### src/hw/rtl/esc_pkg.sv
`default_nettype none

package esc_pkg;

	// Field widths
	localparam int SECS_W  = 32;
	localparam int ZONE_W  = 5;
	localparam int SEC_W   = 6;
	localparam int MIN_W   = 6;
	localparam int HOUR_W  = 5;
	localparam int WDAY_W  = 3;
	localparam int MDAY_W  = 5;
	localparam int MONTH_W = 4;
	localparam int YEAR_W  = 12;

	// Local time after the zone offset, clamped at zero, fits 33 bits
	localparam int T_W    = 33;
	localparam int DIFF_W = T_W + 1;

	localparam int SECS_IN_MIN  = 60;
	localparam int SECS_IN_HOUR = 3600;
	localparam int SECS_IN_DAY  = 86400;

	// Subtrahends of the shared unit, in seconds
	localparam logic [T_W-1:0] MIN_SECS         = T_W'(SECS_IN_MIN);
	localparam logic [T_W-1:0] HOUR_SECS        = T_W'(SECS_IN_HOUR);
	localparam logic [T_W-1:0] DAY_SECS         = T_W'(SECS_IN_DAY);
	localparam logic [T_W-1:0] LEAP_YEAR_SECS   = T_W'(366 * SECS_IN_DAY);
	localparam logic [T_W-1:0] COMMON_YEAR_SECS = T_W'(365 * SECS_IN_DAY);

	localparam logic [3:0]        DAYS_PER_WEEK    = 4'd7;
	localparam logic [WDAY_W-1:0] WEEKDAY_OF_EPOCH = 3'd3;

	localparam logic signed [16:0] SECS_PER_HOUR = 17'sd3600;

	localparam logic [YEAR_W-1:0] EPOCH_YEAR  = YEAR_W'(1970);
	localparam logic [1:0]        EPOCH_MOD4  = 2'd2;
	localparam logic [6:0]        EPOCH_MOD100 = 7'd70;
	localparam logic [8:0]        EPOCH_MOD400 = 9'd370;

	localparam logic [ZONE_W-1:0] ZONE_RESET = ZONE_W'(1);
	localparam logic [MONTH_W-1:0] LAST_MONTH_IDX = MONTH_W'(11);

	typedef enum logic [5:0] {
		S_IDLE = 6'b000001,
		S_YEAR = 6'b000010,
		S_MON  = 6'b000100,
		S_DAY  = 6'b001000,
		S_HR   = 6'b010000,
		S_MIN  = 6'b100000
	} esc_state_t;

	// Month length, month index counted from zero
	function automatic logic [MDAY_W-1:0] month_len(input logic [MONTH_W-1:0] mon,
		input logic leap);
		logic [MDAY_W-1:0] len;
		begin
			case (mon)
				4'd1: len = leap ? 5'd29 : 5'd28;
				4'd3, 4'd5, 4'd8, 4'd10: len = 5'd30;
				default: len = 5'd31;
			endcase
			return len;
		end
	endfunction

	// Month length in seconds, month index counted from zero
	function automatic logic [T_W-1:0] month_secs(input logic [MONTH_W-1:0] mon,
		input logic leap);
		logic [T_W-1:0] secs;
		begin
			case (mon)
				4'd1: secs = leap ? T_W'(29 * SECS_IN_DAY) : T_W'(28 * SECS_IN_DAY);
				4'd3, 4'd5, 4'd8, 4'd10: secs = T_W'(30 * SECS_IN_DAY);
				default: secs = T_W'(31 * SECS_IN_DAY);
			endcase
			return secs;
		end
	endfunction

endpackage

`default_nettype wire

### src/hw/rtl/esc_ifs.sv
`default_nettype none

interface esc_secs_if;
	import esc_pkg::*;

	logic              valid;
	logic              ready;
	logic [SECS_W-1:0] epoch_seconds;

	modport source (output valid, output epoch_seconds, input ready);
	modport sink   (input valid, input epoch_seconds, output ready);
endinterface

interface esc_date_if;
	import esc_pkg::*;

	logic               valid;
	logic               ready;
	logic [SEC_W-1:0]   second_of_minute;
	logic [MIN_W-1:0]   minute_of_hour;
	logic [HOUR_W-1:0]  hour_of_day;
	logic [WDAY_W-1:0]  weekday;
	logic [MDAY_W-1:0]  day_of_month;
	logic [MONTH_W-1:0] month;
	logic [YEAR_W-1:0]  year;

	modport source (output valid, output second_of_minute, output minute_of_hour,
		output hour_of_day, output weekday, output day_of_month, output month,
		output year, input ready);
	modport sink   (input valid, input second_of_minute, input minute_of_hour,
		input hour_of_day, input weekday, input day_of_month, input month,
		input year, output ready);
endinterface

`default_nettype wire

### src/hw/rtl/epoch_seconds_to_calendar_top.sv
// Channel    Dir   Payload                                          Width
// epoch      in    epoch_seconds                                    32
// calendar   out   second, minute, hour, weekday, day, month, year  6/6/5/3/5/4/12
// cfg        in    cfg_we, cfg_wdata (zone offset, signed hours)    1/5
//
// Each item takes one compare-and-subtract step per whole year, month, day, hour
// and minute of local time plus one closing step per walk, all on one shared
// 34-bit subtractor.
// epoch.ready is high only while the sequencer is idle.
// A finished beat waits in the output register; the sequencer returns to idle
// and takes the next beat while it waits. arst_n clears control and the offset to +1.
`default_nettype none

module epoch_seconds_to_calendar_top (
	input  wire logic                      clk,
	input  wire logic                      arst_n,
	input  wire logic                      cfg_we,
	input  wire logic [esc_pkg::ZONE_W-1:0] cfg_wdata,
	esc_secs_if.sink                       epoch,
	esc_date_if.source                     calendar
);
	import esc_pkg::*;

	esc_state_t state_q;

	logic signed [ZONE_W-1:0] zone_q;
	logic [T_W-1:0]           t_q;
	logic [MIN_W-1:0]         min_q;
	logic [HOUR_W-1:0]        hr_q;
	logic [WDAY_W-1:0]        wd_q;
	logic [MDAY_W-1:0]        mday_q;
	logic [MONTH_W-1:0]       mon_q;
	logic [YEAR_W-1:0]        year_q;
	logic [1:0]               yr4_q;
	logic [6:0]               yr100_q;
	logic [8:0]               yr400_q;
	logic                     out_valid_q;

	logic signed [16:0]   off_ext;
	logic signed [16:0]   off_secs;
	logic signed [T_W:0]  local_t;
	logic [T_W-1:0]       t_clamp;
	logic                 accept;
	logic                 leap;
	logic [T_W-1:0]       sub_b;
	logic [DIFF_W-1:0]    diff;
	logic                 ge;
	logic [WDAY_W-1:0]    wd_inc;
	logic [3:0]           wd_sum;
	logic [WDAY_W-1:0]    wd_nxt;
	logic                 mon_done;
	logic                 out_free;

	// Apply zone offset and clamp before the epoch
	assign off_ext  = {{(17 - ZONE_W){zone_q[ZONE_W-1]}}, zone_q};
	assign off_secs = off_ext * SECS_PER_HOUR;
	assign local_t  = $signed({2'b00, epoch.epoch_seconds})
		+ {{(T_W + 1 - 17){off_secs[16]}}, off_secs};
	assign t_clamp  = local_t[T_W] ? '0 : local_t[T_W-1:0];

	assign epoch.ready = (state_q == S_IDLE);
	assign accept      = epoch.valid && epoch.ready;

	// Gregorian rule from the running year residues
	assign leap = (yr4_q == 2'd0) && ((yr100_q != 7'd0) || (yr400_q == 9'd0));

	// Select the span that the current walk strips
	always_comb begin
		case (state_q)
			S_YEAR:  sub_b = leap ? LEAP_YEAR_SECS : COMMON_YEAR_SECS;
			S_MON:   sub_b = month_secs(mon_q, leap);
			S_DAY:   sub_b = DAY_SECS;
			S_HR:    sub_b = HOUR_SECS;
			default: sub_b = MIN_SECS;
		endcase
	end

	// Shared subtract-and-compare unit
	assign diff = {1'b0, t_q} - {1'b0, sub_b};
	assign ge   = !diff[DIFF_W-1];

	// Advance the weekday by the stripped span, modulo one week
	always_comb begin
		case (state_q)
			S_YEAR:  wd_inc = leap ? 3'd2 : 3'd1;
			S_MON:   wd_inc = WDAY_W'(month_len(mon_q, leap) - 5'd28);
			default: wd_inc = 3'd1;
		endcase
	end

	assign wd_sum   = {1'b0, wd_q} + {1'b0, wd_inc};
	assign wd_nxt   = (wd_sum >= DAYS_PER_WEEK) ? WDAY_W'(wd_sum - DAYS_PER_WEEK)
		: wd_sum[WDAY_W-1:0];
	assign mon_done = (mon_q == LAST_MONTH_IDX) || !ge;
	assign out_free = !out_valid_q || calendar.ready;

	// Hold the zone offset register
	always_ff @(posedge clk or negedge arst_n) begin
		if (!arst_n) begin
			zone_q <= ZONE_RESET;
		end else if (cfg_we) begin
			zone_q <= cfg_wdata;
		end
	end

	// Sequencer control
	always_ff @(posedge clk or negedge arst_n) begin
		if (!arst_n) begin
			state_q     <= S_IDLE;
			out_valid_q <= 1'b0;
		end else begin
			if (calendar.valid && calendar.ready) begin
				out_valid_q <= 1'b0;
			end
			case (state_q)
				S_IDLE: begin
					if (accept) begin
						state_q <= S_YEAR;
					end
				end
				S_YEAR: begin
					if (!ge) begin
						state_q <= S_MON;
					end
				end
				S_MON: begin
					if (mon_done) begin
						state_q <= S_DAY;
					end
				end
				S_DAY: begin
					if (!ge) begin
						state_q <= S_HR;
					end
				end
				S_HR: begin
					if (!ge) begin
						state_q <= S_MIN;
					end
				end
				S_MIN: begin
					if (!ge && out_free) begin
						state_q     <= S_IDLE;
						out_valid_q <= 1'b1;
					end
				end
				default: begin
					state_q <= S_IDLE;
				end
			endcase
		end
	end

	// Datapath: strip years, months, days, hours and minutes in turn
	always_ff @(posedge clk) begin
		case (state_q)
			S_IDLE: begin
				t_q     <= t_clamp;
				year_q  <= EPOCH_YEAR;
				yr4_q   <= EPOCH_MOD4;
				yr100_q <= EPOCH_MOD100;
				yr400_q <= EPOCH_MOD400;
				wd_q    <= WEEKDAY_OF_EPOCH;
				mon_q   <= '0;
				mday_q  <= '0;
				hr_q    <= '0;
				min_q   <= '0;
			end
			S_YEAR: begin
				if (ge) begin
					t_q     <= diff[T_W-1:0];
					wd_q    <= wd_nxt;
					year_q  <= year_q + 1'b1;
					yr4_q   <= yr4_q + 1'b1;
					yr100_q <= (yr100_q == 7'd99) ? 7'd0 : yr100_q + 1'b1;
					yr400_q <= (yr400_q == 9'd399) ? 9'd0 : yr400_q + 1'b1;
				end
			end
			S_MON: begin
				if (!mon_done) begin
					t_q   <= diff[T_W-1:0];
					wd_q  <= wd_nxt;
					mon_q <= mon_q + 1'b1;
				end
			end
			S_DAY: begin
				if (ge) begin
					t_q    <= diff[T_W-1:0];
					wd_q   <= wd_nxt;
					mday_q <= mday_q + 1'b1;
				end
			end
			S_HR: begin
				if (ge) begin
					t_q  <= diff[T_W-1:0];
					hr_q <= hr_q + 1'b1;
				end
			end
			S_MIN: begin
				if (ge) begin
					t_q   <= diff[T_W-1:0];
					min_q <= min_q + 1'b1;
				end else if (out_free) begin
					calendar.second_of_minute <= t_q[SEC_W-1:0];
					calendar.minute_of_hour   <= min_q;
					calendar.hour_of_day      <= hr_q;
					calendar.weekday          <= wd_q;
					calendar.day_of_month     <= mday_q + 1'b1;
					calendar.month            <= mon_q + 1'b1;
					calendar.year             <= year_q;
				end
			end
			default: begin
				t_q <= t_q;
			end
		endcase
	end

	assign calendar.valid = out_valid_q;

	// Checks
	a_accept_starts: assert property (@(posedge clk) disable iff (!arst_n)
		accept |=> (state_q == S_YEAR))
		else $error("accepted beat did not start the year walk");

	a_year_range: assert property (@(posedge clk) disable iff (!arst_n)
		(state_q == S_YEAR) |-> (year_q <= 12'd2106))
		else $error("year walk ran past 2106");

	a_mod4_track: assert property (@(posedge clk) disable iff (!arst_n)
		(state_q == S_YEAR || state_q == S_MON) |-> (yr4_q == year_q[1:0]))
		else $error("leap residue out of step with year");

	a_month_range: assert property (@(posedge clk) disable iff (!arst_n)
		calendar.valid |-> (calendar.month >= 4'd1 && calendar.month <= 4'd12
		&& calendar.day_of_month >= 5'd1))
		else $error("month or day out of range");

	a_time_range: assert property (@(posedge clk) disable iff (!arst_n)
		calendar.valid |-> (calendar.second_of_minute < 6'd60
		&& calendar.minute_of_hour < 6'd60 && calendar.hour_of_day < 5'd24
		&& calendar.weekday < 3'd7))
		else $error("time of day out of range");

endmodule

`default_nettype wire

### src/flat_wrapper.sv
// flat-port wrapper written by rule: the top's interface ports become plain ports
module epoch_seconds_to_calendar_top_flat import esc_pkg::*;
  (clk, arst_n, cfg_we, cfg_wdata, epoch_valid, epoch_epoch_seconds, epoch_ready, calendar_valid, calendar_second_of_minute, calendar_minute_of_hour, calendar_hour_of_day, calendar_weekday, calendar_day_of_month, calendar_month, calendar_year, calendar_ready);
  esc_secs_if epoch_i ();
  esc_date_if calendar_i ();
  input  wire logic clk;
  input  wire logic arst_n;
  input  wire logic cfg_we;
  input  wire logic [esc_pkg::ZONE_W-1:0] cfg_wdata;
  input wire logic [$bits(epoch_i.valid)-1:0] epoch_valid;
  input wire logic [$bits(epoch_i.epoch_seconds)-1:0] epoch_epoch_seconds;
  output wire logic [$bits(epoch_i.ready)-1:0] epoch_ready;
  output wire logic [$bits(calendar_i.valid)-1:0] calendar_valid;
  output wire logic [$bits(calendar_i.second_of_minute)-1:0] calendar_second_of_minute;
  output wire logic [$bits(calendar_i.minute_of_hour)-1:0] calendar_minute_of_hour;
  output wire logic [$bits(calendar_i.hour_of_day)-1:0] calendar_hour_of_day;
  output wire logic [$bits(calendar_i.weekday)-1:0] calendar_weekday;
  output wire logic [$bits(calendar_i.day_of_month)-1:0] calendar_day_of_month;
  output wire logic [$bits(calendar_i.month)-1:0] calendar_month;
  output wire logic [$bits(calendar_i.year)-1:0] calendar_year;
  input wire logic [$bits(calendar_i.ready)-1:0] calendar_ready;
  assign epoch_i.valid = epoch_valid;
  assign epoch_i.epoch_seconds = epoch_epoch_seconds;
  assign epoch_ready = epoch_i.ready;
  assign calendar_valid = calendar_i.valid;
  assign calendar_second_of_minute = calendar_i.second_of_minute;
  assign calendar_minute_of_hour = calendar_i.minute_of_hour;
  assign calendar_hour_of_day = calendar_i.hour_of_day;
  assign calendar_weekday = calendar_i.weekday;
  assign calendar_day_of_month = calendar_i.day_of_month;
  assign calendar_month = calendar_i.month;
  assign calendar_year = calendar_i.year;
  assign calendar_i.ready = calendar_ready;
  epoch_seconds_to_calendar_top u_core (.clk(clk), .arst_n(arst_n), .cfg_we(cfg_we), .cfg_wdata(cfg_wdata), .epoch(epoch_i), .calendar(calendar_i));
endmodule
### config.mk
export PLATFORM = sky130hd
export DESIGN_NAME = epoch_seconds_to_calendar_top_flat
export DESIGN_NICKNAME = d
export VERILOG_FILES = /design/src/hw/rtl/esc_pkg.sv /design/src/hw/rtl/esc_ifs.sv /design/src/hw/rtl/epoch_seconds_to_calendar_top.sv /design/src/flat_wrapper.sv
export SDC_FILE = /design/constraint.sdc
export NUM_CORES = 1
export LEC_CHECK = 0
export BUFFER_PORTS_ARGS = -buffer_cell sky130_fd_sc_hd__buf_2
export CAP_MARGIN = 10
export CORE_UTILIZATION = 45
export CTS_CLUSTER_SIZE = 28
export DETAILED_ROUTE_END_ITERATION = 7
export GPL_TIMING_DRIVEN = 1
export PLACE_DENSITY_LB_ADDON = 0.25
export SYNTH_ARGS = -nofsm -noshare
export SYNTH_HDL_FRONTEND = slang
export SYNTH_SLANG_ARGS = --single-unit
### constraint.sdc
create_clock -name clk -period 15.2 [get_ports clk]
set_input_delay 0.76 -clock clk [delete_from_list [all_inputs] [get_ports clk]]
set_output_delay 0.76 -clock clk [all_outputs]
set_load 0.01 [all_outputs]
; ---- Word-level counts from Yosys, hierarchy flattened
; Index checks and enable logic that the tools add are counted.
; Widths: inputs -> output; s select.
[classes]
magnitude_cmp = 1
mul = 1
n_reduce_logical = 30
eq_ne = 27
n_addsub = 13
n_mux = 45
[ops]
columns = cell, count
row1 = $pmux 33 s4, 1
row2 = $mux 33, 3
row3 = $pmux 33 s3, 1
row4 = $pmux 33 s2, 1
row5 = $mux 6, 7
row6 = $mux 18, 2
row7 = $pmux 6 s6, 1
row8 = $add 33x17->34, 1
row9 = $sub 33x33->34, 1
row10 = $pmux 12 s2, 1
row11 = $pmux 5 s2, 2
row12 = $mux 9, 2
row13 = $pmux 9 s2, 1
row14 = $ne 2x2->1 const B, 8
row15 = $mux 7, 2
row16 = $pmux 7 s2, 1
row17 = $mul 5x9->13 const B, 1
row18 = $add 12x1->12 const B, 1
row19 = $eq 4x4->1 const B, 3
row20 = $mux 12, 1
row21 = $mux 3, 4
row22 = $pmux 6 s2, 1
row23 = $add 5x1->5 const B, 2
row24 = $mux 5, 2
row25 = other kinds (40), 67
[word_totals]
inputBits = 42
reg_bits = 139
out_inout_bits = 43
wordCells = 137

; ---- Longest topological paths before layout
; Gate-level depths: netlist of the first run.
[logic_depth]
word_depth = 13
depth_mapped = 23
mapped_depth_nobuf = 22

; ---- Least setup slack after synthesis of the first run
; Ideal clock, no wire load.
[synth_path]
path_type = register -> register
from = reg u_core.zone_q[4]
to = reg u_core.t_q[4] (data pin)
t_arrival_ns = 6.350
synth_period_minus_slack_ns = 6.607
path_buffers = 2
stages_incl_launch_ff = 24
setup_slack_ns = 8.593
path_cell_list = dfrtp_1 -> fa_1 -> inv_1 -> fa_1 -> fa_1 -> inv_1 -> ha_1 -> a21o_1 -> a21oi_1 -> o21bai_1 -> a21oi_1 -> xnor2_1 -> ha_1 -> buf_6 -> a221oi_2 -> o21ai_1 -> or3_4 -> a21oi_4 -> o31ai_4 -> a21oi_4 -> xor2_2 -> and2_1 -> buf_4 -> a22o_1
[synth_between]
elab_chain_len = 4
[synth_lines]
columns = element, line
row1 = "start, declared", epoch_seconds_to_calendar_top.sv:26  ; logic signed [ZONE_W-1:0] zone_q;
row2 = "start signal, assigned", epoch_seconds_to_calendar_top.sv:102  ; zone_q <= cfg_wdata;
row3 = $mul 5x9->13, epoch_seconds_to_calendar_top.sv:56  ; assign off_secs = off_ext * SECS_PER_HOUR;
row4 = $add 33x17->34, epoch_seconds_to_calendar_top.sv:58  ; + {{(T_W + 1 - 17){off_secs[16]}}, off_secs};
row5 = $mux 33, epoch_seconds_to_calendar_top.sv:59  ; assign t_clamp = local_t[T_W] ? '0 : local_t[T_W-1:0];
row6 = $pmux 33 s3, epoch_seconds_to_calendar_top.sv:156  ; case (state_q)
row7 = "end signal, assigned", epoch_seconds_to_calendar_top.sv:158  ; t_q <= t_clamp;
row8 = "end signal, assigned", epoch_seconds_to_calendar_top.sv:171  ; t_q <= diff[T_W-1:0];
row9 = "end signal, assigned", epoch_seconds_to_calendar_top.sv:181  ; t_q <= diff[T_W-1:0];
row10 = "end, declared", epoch_seconds_to_calendar_top.sv:27  ; logic [T_W-1:0] t_q;
; No other way between the ends.
; A chain may end at the register's enable or synchronous reset.

; ---- Worst setup path in the final report of the first run
[layout_path]
from = reg u_core.zone_q[4]
to = reg u_core.t_q[16] (data pin)
; Same word-level chain as after synthesis.

==> out/summary.txt, run 1 <==
status = complete, no violations
detailed-route vias per instance = 5.40
initial drt markers = 364
clock sinks = 139
Reg power frac = 0.305
Row Count = 52
hpwl dp = 14200 µm
YS warnings = 0
CP Capture Type = register
net count of the mapped netlist = 1036
router iterations before antenna repair = 5
Max Fanout on Critical Path = 23
Synth cell types = 71
Final Cycle Share = 0.425
R2R depth = 22
Post-Route Setup TNS = 0 ps
Post-Syn Area = 9410 µm²
Async SR Flop Fraction = 0.0863
Least-Margin Pin Slew = 772 ps
CTS resizes = 0
Die Area = 21500 µm²
PwrDens = 206 nW/µm²
global-route wire length before repair = 32100 µm
Sequential cell area = 4120 µm²
via count = 6858
commonest non-fill, non-tap cell in the layout = edfxtp_1
core area = 20400 µm²
Tot GR Track Use = 0.187
CP peak stage delay = 600 ps
Lkg Pwr = 4.35 nW
vias in the first global route = 6664
placer congestion estimate = 0.896
Crit-path slowest cell = fa_1
Seq cells post-synth = 139
most used cell, CP = fa_1
commonest non-fill, non-tap cells in the layout = edfxtp_1, ha_1, buf_2
DRC viols = 0
count of flip-flops with a built-in enable after synthesis = 127
Syn Area/Cell = 10.5 µm²
TritonCTS clock tree = built
Rel. slew slack = 0.480
Placed Cells = 1237
VDD IR max = 0.104 mV
fin cells = 1269
postcts setup bufs = 0
reg-to-reg endpoint = u_core.t_q[16]
Setup violations, final = 0
# diodes = 0
Int Power = 1.34 mW
Sw Share = 0.395
Worst Hold Class = in2async
CTS Buffer Depth = 2
wire length per cell = 15.0 µm
FF-to-FF setup slack = 8750 ps
type of the worst setup path = reg2reg
type of origin of the critical path = register
H-tree depth = 4
post-route minimum period = 6450 ps
CTS Root Cell = clkbuf_16
CP required = 15450 ps
Cell Chain, Critical Path = fa_1 > inv_1 > fa_1 > fa_1 > inv_1 > ha_1 > a21o_1 > a21oi_1 > o21bai_1 > a21oi_1 > xnor2_2 > buf_4 > ha_1 > a221oi_2 > o21ai_1 > or3_4 > a21oi_4 > o31ai_4 > a21oi_4 > xor2_2 > nand2_2 > o32ai_2
area of the multi-input gates = 5020 µm²
WP data arrival = 6710 ps
Total Power = 2.22 mW
final-report hold violation count = 0
clock-pin slew on the worst setup and hold paths = 60 ps
grt ovf = 0
Slew Limit Fails = 0
layout cells sized above 1 = 0.153
CTS buffer count = 17
RSZ-0062 raised after global routing = no
initial antenna violation count = 0
Chip Width = 147 µm
reg-to-reg startpoint = u_core.zone_q[4]
Net Switching = 879 µW
Gate power share = 0.489
Primary FF master, synth = edfxtp_1
clock share of power = 0.206
final wirelength = 19100 µm
remaining antenna violation count after routing = 0
sequential-to-total area share from yosys stat = 0.437
die height = 147 µm
Worst Skew = 8.42 ps
fmax = 155 MHz
area added between synthesis and finish = 14.4%
max-cap violation count = 0
port bufs = 84
fillers = 1807
clk_lat worst skew = 430 ps
hold buffer count at CTS = 0
IO Count = 85
nets = 1122
Post-Syn Instances = 900
largest net degree at the start of global routing = 42
Starting Density = 0.462
logic make-up after synthesis:
logic type	count (synthesis)	share of synthesized area
AOI/OAI and AO/OA	233	0.169
xor gates and xnor gates	88	0.0827
adders and majority gates	94	0.132
buffers and inverters	73	0.0320
DFF	139	0.437
muxes	8	0.00891
and+or+nand+nor	265	0.138
area by class of cell:
| cell class | instances | share of cell area |
|---|---|---|
| clock buffer | 21 | 0.0418 |
| clock inverter | 11 | 0.0179 |
| inverter | 50 | 0.0174 |
| multi-input combinational | 688 | 0.466 |
| sequential | 139 | 0.382 |
| tap | 270 | 0.0314 |
| timing repair buffer | 90 | 0.0432 |
synthesized netlist by cell type, types with 3 or more instances:
cell type / number / area share
o21ai_0: 34 / 0.018
o21bai_1: 12 / 0.0096
a21oi_1: 62 / 0.033
ha_1: 85 / 0.11
nand4b_1: 3 / 0.0028
dfrtp_1: 10 / 0.027
o21ai_1: 18 / 0.0096
xnor2_1: 47 / 0.044
a21o_1: 24 / 0.019
nor3b_1: 5 / 0.0040
nand2b_1: 11 / 0.0073
a22o_1: 7 / 0.0065
fa_1: 9 / 0.019
mux2i_1: 5 / 0.0053
and3_1: 8 / 0.0053
or3_1: 6 / 0.0040
o22ai_1: 12 / 0.0080
buf_6: 3 / 0.0036
a31oi_1: 5 / 0.0033
o211ai_1: 3 / 0.0024
nor2_1: 74 / 0.030
nand4_1: 14 / 0.0093
xor2_1: 40 / 0.037
a211oi_1: 9 / 0.0072
inv_1: 50 / 0.020
nand2_1: 61 / 0.024
nor3_1: 10 / 0.0053
and2_1: 10 / 0.0066
mux2_2: 3 / 0.0036
nand3_1: 33 / 0.018
nor2b_1: 15 / 0.010
clkbuf_1: 17 / 0.0068
o22ai_2: 11 / 0.015
o21a_1: 7 / 0.0056
a211o_1: 3 / 0.0028
edfxtp_1: 127 / 0.41
a21boi_0: 3 / 0.0024
stage by stage:
| step | setup WS [ps] | util | hold WS, ps | cell area [µm²] |
|---|---|---|---|---|
| final | 8750 | 0.529 | 220 | 10800 |
| after global routing | 8300 | 0.529 | 229 | 10800 |
| after CTS | 8730 | 0.529 | 218 | 10800 |
| after detailed placement | 8750 | 0.497 | 408 | 10100 |
| after global placement | 8870 | 0.497 | 402 | 10100 |
| after floorplan | 8590 | - | 400 | 9410 |
critical path: cells and delay by family, from the launching register on:
| family | cells | cell delay, ps |
|---|---|---|
| compound gates | 10 | 1950 |
| xor+xnor | 2 | 360 |
| fa+ha+maj | 5 | 2280 |
| buf+inv | 3 | 400 |
| flops | 1 | 510 |
| simple gates | 2 | 770 |
how the worst max path moves through the flow:
stage / slack (ps) / from / end
2_1_floorplan: 8590 / u_core.zone_q[4] / u_core.t_q[4]
3_5_place_dp: 8750 / u_core.zone_q[4] / u_core.t_q[16]
4_1_cts: 8730 / u_core.zone_q[4] / u_core.t_q[16]
6_report: 8750 / u_core.zone_q[4] / u_core.t_q[16]
3_3_place_gp: 8870 / u_core.zone_q[4] / u_core.t_q[16]
5_1_grt: 8300 / u_core.zone_q[4] / u_core.t_q[16]
state kept, by name, indices dropped and copies added (netlist names), 5 cells and up:
signal and cells:
u_core.min_q 6, u_core.hr_q 5, u_core.calendar.minute_of_hour 6, u_core.mday_q 5
u_core.calendar.hour_of_day 5, u_core.t_q 33, u_core.yr100_q 7, u_core.calendar.year 12
u_core.state_q 6, u_core.year_q 12, u_core.calendar.day_of_month 5, u_core.calendar.second_of_minute 6
u_core.yr400_q 9, u_core.zone_q 5
metal layers:
metal	vias to the layer above	GRT usage	wire length, µm
met2	137	0.299	8740
met4	0	0.0620	255
li1	3492	-	-
met5	-	0	0
met1	3209	0.256	9330
met3	20	0.0341	733
power groups by stage:
stage,Clock [mW],Combinational [mW],Sequential (mW)
after global routing,0.481,1.22,0.694
after detailed placement,0,1.07,0.685
final,0.458,1.09,0.678
after floorplan,0,0.869,0.662
after CTS,0.463,1.09,0.678
after global placement,0,1.06,0.681
No activity file was read; power rests on OpenSTA's default activity.
==> run 2: changes to the inputs <==
clock period = 6.1 ns   (was 15.2 ns; I/O delays follow)
==> out/summary.txt, run 2 (synthesis results as in run 1) <==
Least-Margin Pin Slew = 679 ps (-94.0 ps)
layout cells sized above 1 = 0.176 (+0.0231)
max-cap violation count = 0 (unchanged)
initial antenna violation count = 0 (unchanged)
CTS buffer count = 17 (unchanged)
via count = 7025 (+2.4%)
Row Count = 52 (unchanged)
type of the worst setup path = reg2reg
nets = 1144 (+2.0%)
Rel. slew slack = 0.545 (+0.0657)
# diodes = 0 (unchanged)
TritonCTS clock tree = built
DRC viols = 0 (unchanged)
placer congestion estimate = 0.878 (-2.0%)
fillers = 1807 (unchanged)
worst slack, placed = -23.9 ps (-8770 ps)
vias in the first global route = 6730 (+0.99%)
die height = 147 µm (unchanged)
max reg flops = 33 (unchanged)
Max Fanout on Critical Path = 10 (-57%)
Lkg Pwr = 4.45 nW (+2.2%)
port bufs = 84 (unchanged)
Slew Limit Fails = 0 (unchanged)
fin cells = 1291 (+1.7%)
Worst Hold Class = in2reg
Tot GR Track Use = 0.188 (+0.000394)
clock sinks = 139 (unchanged)
grt ovf = 0 (unchanged)
Setup violations, final = 0 (unchanged)
Placed Cells = 1250 (+1.1%)
area added between synthesis and finish = 16.6%
CTS Buffer Depth = 2 (unchanged)
PnR worst setup slack = 270 ps (-8480 ps)
WP buf/inv = 5 (+2)
largest net degree at the start of global routing = 42 (unchanged)
most used cell, CP = fa_1
Chip Width = 147 µm (unchanged)
router iterations before antenna repair = 5 (unchanged)
Crit-path slowest cell = fa_1
Largest Register = u_core.t_q
post-route minimum period = 5830 ps (-624 ps)
remaining antenna violation count after routing = 0 (unchanged)
IO Count = 85 (unchanged)
fmax = 172 MHz (+11%)
type of origin of the critical path = register
CP peak stage delay = 560 ps (-40 ps)
initial drt markers = 388 (+6.6%)
detailed-route vias per instance = 5.44 (+0.69%)
Top delay family on crit path = adder cells
CTS Root Cell = clkbuf_16
hpwl dp = 14200 µm (about the same)
commonest non-fill, non-tap cells in the layout = edfxtp_1, buf_2, ha_1
global-route wire length before repair = 32200 µm (+0.13%)
WP data arrival = 6100 ps (-610 ps)
commonest non-fill, non-tap cell in the layout = edfxtp_1
final-report hold violation count = 0 (unchanged)
clk_lat worst skew = 430 ps (about the same)
status = complete, no violations
VDD IR max = 0.275 mV (+160%)
CP Capture Type = register
Die Area = 21500 µm² (unchanged)
Starting Density = 0.462 (unchanged)
CP required = 6370 ps (-9080 ps)
Final Cycle Share = 0.956 (+0.531)
H-tree depth = 4 (unchanged)
biggest regs = u_core.t_q: 33 flops, u_core.calendar.year: 12 flops, u_core.year_q: 12 flops
PwrDens = 506 nW/µm² (+140%)
wire length per cell = 15.2 µm (+1.5%)
Worst Skew = 7.68 ps (-0.741 ps)
final wirelength = 19700 µm (+3.3%)
clock-pin slew on the worst setup and hold paths = 70 ps (about the same)
Cell Chain, Critical Path = fa_1 > inv_1 > fa_1 > fa_1 > inv_1 > ha_1 > a21o_1 > a21oi_2 > o21bai_1 > a21oi_1 > buf_4 > xnor2_4 > buf_6 > ha_1 > and3_1 > nor2b_1 > or3_1 > a21oi_2 > o31ai_4 > a21oi_4 > xor2_4 > nand2_4 > buf_6 > o22ai_2
core area = 20400 µm² (unchanged)
## run 2: layer usage
layer / wire length, µm / vias to the layer above / track usage / part of all wire
li1: - / 3527 / - / -
met4: 308 / 0 / 0.0599 / 0.016
met3: 768 / 22 / 0.0381 / 0.039
met2: 9300 / 165 / 0.307 / 0.47
met1: 9310 / 3311 / 0.248 / 0.47
met5: 0 / - / 0 / 0
## run 2: metrics by stage
step	cell area [µm²]	power [mW]	util	TNS [ps]	hold slack, ps
after floorplan	9440	3.82	-	0	9.41
after global placement	10200	4.38	0.503	0	224
after detailed placement	10200	4.41	0.503	-68.5	218
after CTS	10900	5.51	0.533	0	49.7
after global routing	11000	5.98	0.539	-3.65	61.0
final	11000	5.55	0.539	0	68.0
## run 2: area by class of cell
cell class	count	area (µm²)	area share
Timing Repair Buffer	111	646	0.0588
Multi-Input combinational cell	689	5100	0.464
Inverter	50	188	0.0171
Sequential cell	139	4120	0.375
Tap cell	270	338	0.0308
Clock inverter	14	161	0.0147
Clock buffer	18	429	0.0391
## run 2: what timing repair did
action / CTS / global route
endpoints found under the hold margin: 10 / 0
pin swaps: 0 / 3
resized for setup: 3 / 6
setup endpoints to repair: 15 / 28
hold buffers: 1 / 0
gates cloned: 0 / 1
setup buffers: 0 / 7
## run 2: final timing paths
kind	slack (ps)	startpoint	cells past startpoint	endpoint
hold / removal	70	epoch_valid	2	u_core.state_q[0]
hold reg to reg	430	u_core.t_q[0]	0	u_core.calendar.second_of_minute[0]
setup / recovery	270	u_core.zone_q[2]	24	u_core.t_q[19]
setup reg to reg	270	u_core.zone_q[2]	24	u_core.t_q[19]
max in group asynchronous	5500	arst_n	2	u_core.state_q[0]
min in group asynchronous	300	arst_n	2	u_core.zone_q[3]
## run 2: power by group
group          switching [mW]  internal, mW
logic                    1.62          1.19
clock network           0.429         0.612
registers               0.210          1.48
total                    2.26          3.29
